<file path="src/hdl/bba_ram.sv">
// Generic single-port-write, single-port-read RAM with a registered read.
// No dependencies.
`timescale 1ns / 1ps
`default_nettype none
module bba_ram #(
	parameter int WIDTH = 64,
	parameter int DEPTH = 64
) (
	input  wire logic                     clk,
	input  wire logic                     we,
	input  wire logic [$clog2(DEPTH)-1:0] waddr,
	input  wire logic [WIDTH-1:0]         wdata,
	input  wire logic                     re,
	input  wire logic [$clog2(DEPTH)-1:0] raddr,
	output logic      [WIDTH-1:0]         rdata
);
	logic [WIDTH-1:0] mem [DEPTH];

	always_ff @(posedge clk) begin
		if (we) begin
			mem[waddr] <= wdata;
		end
		if (re) begin
			rdata <= mem[raddr];
		end
	end
endmodule
`default_nettype wire

</file>
<file path="config.mk">
export PLATFORM = sky130hd
export DESIGN_NAME = bba_ram
export DESIGN_NICKNAME = d
export VERILOG_FILES = /design/src/hdl/bba_ram.sv
export SDC_FILE = /design/constraint.sdc
export NUM_CORES = 2
export LEC_CHECK = 0
export BUFFER_PORTS_ARGS = -buffer_cell sky130_fd_sc_hd__buf_2
export CAP_MARGIN = 15
export CORE_ASPECT_RATIO = 0.5
export CORE_MARGIN = 2
export CORE_UTILIZATION = 30
export DETAILED_ROUTE_END_ITERATION = 10
export HOLD_SLACK_MARGIN = 0.06
export PLACE_DENSITY_LB_ADDON = 0.3
export SLEW_MARGIN = 20
export SYNTH_ARGS = -nofsm -noshare
export SYNTH_HDL_FRONTEND = slang
export SYNTH_SLANG_ARGS = --single-unit
</file>
<file path="constraint.sdc">
create_clock -name clk -period 5.7 [get_ports clk]
set_input_delay 0.57 -clock clk [delete_from_list [all_inputs] [get_ports clk]]
set_output_delay 0.57 -clock clk [all_outputs]
set_load 0.01 [all_outputs]
</file>
==> results.md <==
* Root Driver: clkbuf_16
* Crit path arrival time at 3710 ps
* Final Cycle Share at 52.7%
* Hold Crit Depth at 1
* XOR/XNOR Fraction of Synth Area at 0%
* Status: completed
* RSZ-0062 raised after global routing: no
* Reg2Reg Capture Point: rdata[44]
* Filler cells at 47700
* Syn Nets at 6677
* Clock power frac at 41.5%
* Slew HR at 22.8%
* Gate Count Post-Synth at 6598
* Die area at 529000 um^2
* Drt first pass iters at 7
* # rows at 187
* Synth warnings at 0
* Pwr dens at 349 nW/um^2
* Simple-Gate Fraction of Synth Area at 1.23%
* R2r setup slk at 3280 ps
* I/O Buffers at 142
* Yosys top cell area share at 79.6%
* Post-synth top area cell: edfxtp_1
* Clock period minus worst slack at 3000 ps
* Ports at 143
* Yosys reg bits at 4160
* Drt drc at 0
* Max-Cap Viols at 0
* Complex-gate fraction of the synthesized area at 2.47%
* Clock slew at reported path FFs at 60 ps
* Vias in the first global route at 74900
* CP required at 6400 ps
* Register area at 125000 um^2
* Tot GR Track Use at 17.1%
* Initial antenna violation count at 46
* Post-cts resize count at 0
* Wirelength per Cell at 32.2 um
* Final net count at 7123
* Final hold violation count at 0
* Ys async rst share at 0%
* DR vias at 75500
* Flop pwr share at 53.8%
* Clock sinks at 4160
* Max frequency at 333 MHz
* Setup Viol. Count Final at 0
* Placed cell count at 13600
* Share of layout cells above drive strength 1 at 28.2%
* Latest clock arrival within the worst-skew pair at 960 ps
* Initial core utilization at 30.2%
* Cell Count, Final, Fillers Out at 14400
* Critical-path maximum fanout at 21
* Hold Path Class: in2reg
* Worst R2R Start: mem[11][44]
* Adder-cell share of the synthesized area at 0%
* Post-synth EDFFs at 4160
* Startpoint types: primary input
* Post-synthesis mux area share at 15.6%
* Grt total ovfl at 0
* CTS tree: yes
* CP endpoint kind: flop
* Multi-input logic area at 30800 um^2
* Die Ht at 516 um
* Switch share at 21.3%
* Detail Route Antenna Nets at 0
* Netlist cell types at 32
* Top-count cell post-synth: edfxtp_1
* Sw Pwr at 13.5 mW
* VDD IR max at 0.249 mV
* First-pass GRT wire length at 634000 um
* Post-synth top cells: edfxtp_1, mux4_2, buf_2
* Main combinational cell family by area after synthesis: multiplexers
* Syn_area_per_cell at 23.8 um^2
* Worst-margin pin slew at 1160 ps
* Most used DFF post-synth: edfxtp_1
* Fin. max-slew vios at 0
* Detail Placement HPWL at 244000 um
* Total Routed Length at 464000 um
* CTS H-Tree Depth at 5
* Clock Tree Buf Depth at 4
* Area grow syn2layout at 15.5%
* GP Congestion at 0.748
* Cell Int Power at 49.8 mW
* Avg Vias per Cell at 5.24
* Die X at 1030 um
* Post-synthesis sequential area ratio at 79.6%
* Setup TNS at 0 ps
* Layout Skew at 35.9 ps
* Worst hold path startpoint: wdata[4]
* Largest net degree at the start of global routing at 74
* Total CTS buffers at 406
* Setup Crit Path Kind: in2reg
* P_leak at 55.2 nW
* Hold worst-path end: mem[8][4]
* Gate power share at 4.7%
* First DRT Iteration DRCs at 9891
* Core ar. at 520000 um^2
* Reg2Reg Depth at 5
* Synth area leaders: edfxtp_1, mux4_2, mux2i_1, a22oi_1, buf_2
* Netlist Area Pre-Place at 157000 um^2
## cells in the final DEF (no fill, tap or decap), types with 4 or more instances in the layout
cell type | synthesis | routed
a211oi_1 | 63 | 63
a22o_1 | 88 | 88
a22oi_1 | 168 | 168
a2bb2oi_1 | 19 | 19
a31oi_1 | 18 | 18
a41oi_1 | 26 | 26
and3_1 | 64 | 64
buf_12 | 0 | 95
buf_2 | 170 | 95
buf_4 | 34 | 211
bufinv_16 | 0 | 35
clkbuf_1 | 140 | 102
clkbuf_16 | 0 | 411
clkinv_1 | 0 | 90
clkinv_2 | 0 | 65
clkinv_8 | 0 | 5
clkinvlp_4 | 0 | 10
diode_2 | 0 | 33
dlygate4sd3_1 | 0 | 4
edfxtp_1 | 4160 | 4160
inv_1 | 19 | 19
inv_6 | 0 | 9
mux2i_1 | 135 | 135
mux4_2 | 1024 | 1024
nand2_1 | 58 | 55
nand2b_1 | 11 | 9
nand3_1 | 45 | 45
nor2_1 | 112 | 47
nor2_4 | 0 | 65
nor2b_1 | 28 | 24
o221ai_1 | 38 | 38
o22ai_1 | 83 | 83
or2_2 | 28 | 28
or3_1 | 29 | 29
## metal layers
layer  global-route usage, %  vias to the layer above  share of wire [%]
met3                    2.82                      591                7.2
met5                       0                        -              0.090
li1                        -                    29500                  -
met4                    4.25                       18                2.5
met1                    24.1                    42200                 42
met2                    27.8                     3132                 48
## worst max path at each step
stage,to,cells after the start,startpoint,slack [ps]
2_1_floorplan,mem[39][0],4,waddr[5],1100
3_3_place_gp,rdata[34],8,raddr[2],1790
4_1_cts,rdata[44],6,raddr[3],2830
5_1_grt,rdata[53],8,raddr[0],2780
6_report,rdata[44],6,raddr[3],2700
3_5_place_dp,rdata[34],8,raddr[2],1810
## sequential cells by signal (all words and copies together), names as in the netlist
name and count:
mem 4096, rdata 64
## final cells by class
class	count	area share, %
repair buffers	408	2.24
multi-input cells	2049	17.0
well taps	6993	4.82
diodes	33	0.0455
flip-flops and latches	4160	68.9
clock inverters	219	1.13
inverters	19	0.0393
clock buffers	513	5.88
## critical path: stages
cell and delay (ps):
buf_2 670, nand2b_1 840, buf_4 470, a211oi_1 550
o22ai_1 350, and3_1 230
## cells by family (layout without fill, tap and decap cells)
group | after synthesis | count (layout)
AOI/OAI and AO/OA | 504 | 504
buffers and inverters | 389 | 1159
DFF | 4160 | 4160
muxes | 1159 | 1159
other | 0 | 33
and+or+nand+nor | 386 | 386
## power groups by stage
| stage | Clock [mW] | Combinational [mW] | Sequential, mW |
|---|---|---|---|
| after global placement | 0 | 2.94 | 34.7 |
| after CTS | 26.7 | 2.98 | 34.1 |
| after floorplan | 0 | 1.58 | 34.7 |
| final | 26.3 | 2.96 | 34.1 |
| after global routing | 27.9 | 3.15 | 34.1 |
| after detailed placement | 0 | 2.98 | 34.7 |
## stage by stage
stage	hold WS (ps)	power [mW]	setup slack (ps)	utilization [%]	cell area, um^2
floorplan	669	36.2	1100	-	157000
global placement	896	37.7	1790	32.4	168000
detailed placement	907	37.7	1810	32.4	168000
CTS	118	63.8	2830	34.8	181000
global route	149	65.1	2780	34.9	181000
finish	150	63.3	2700	34.9	181000
## what timing repair did
action / in CTS / in global routing
hold endpoints to repair: 0 / 63
hold buffers: 0 / 4
buffers inserted: 0 / 0
(Power assumes the default switching activity.)
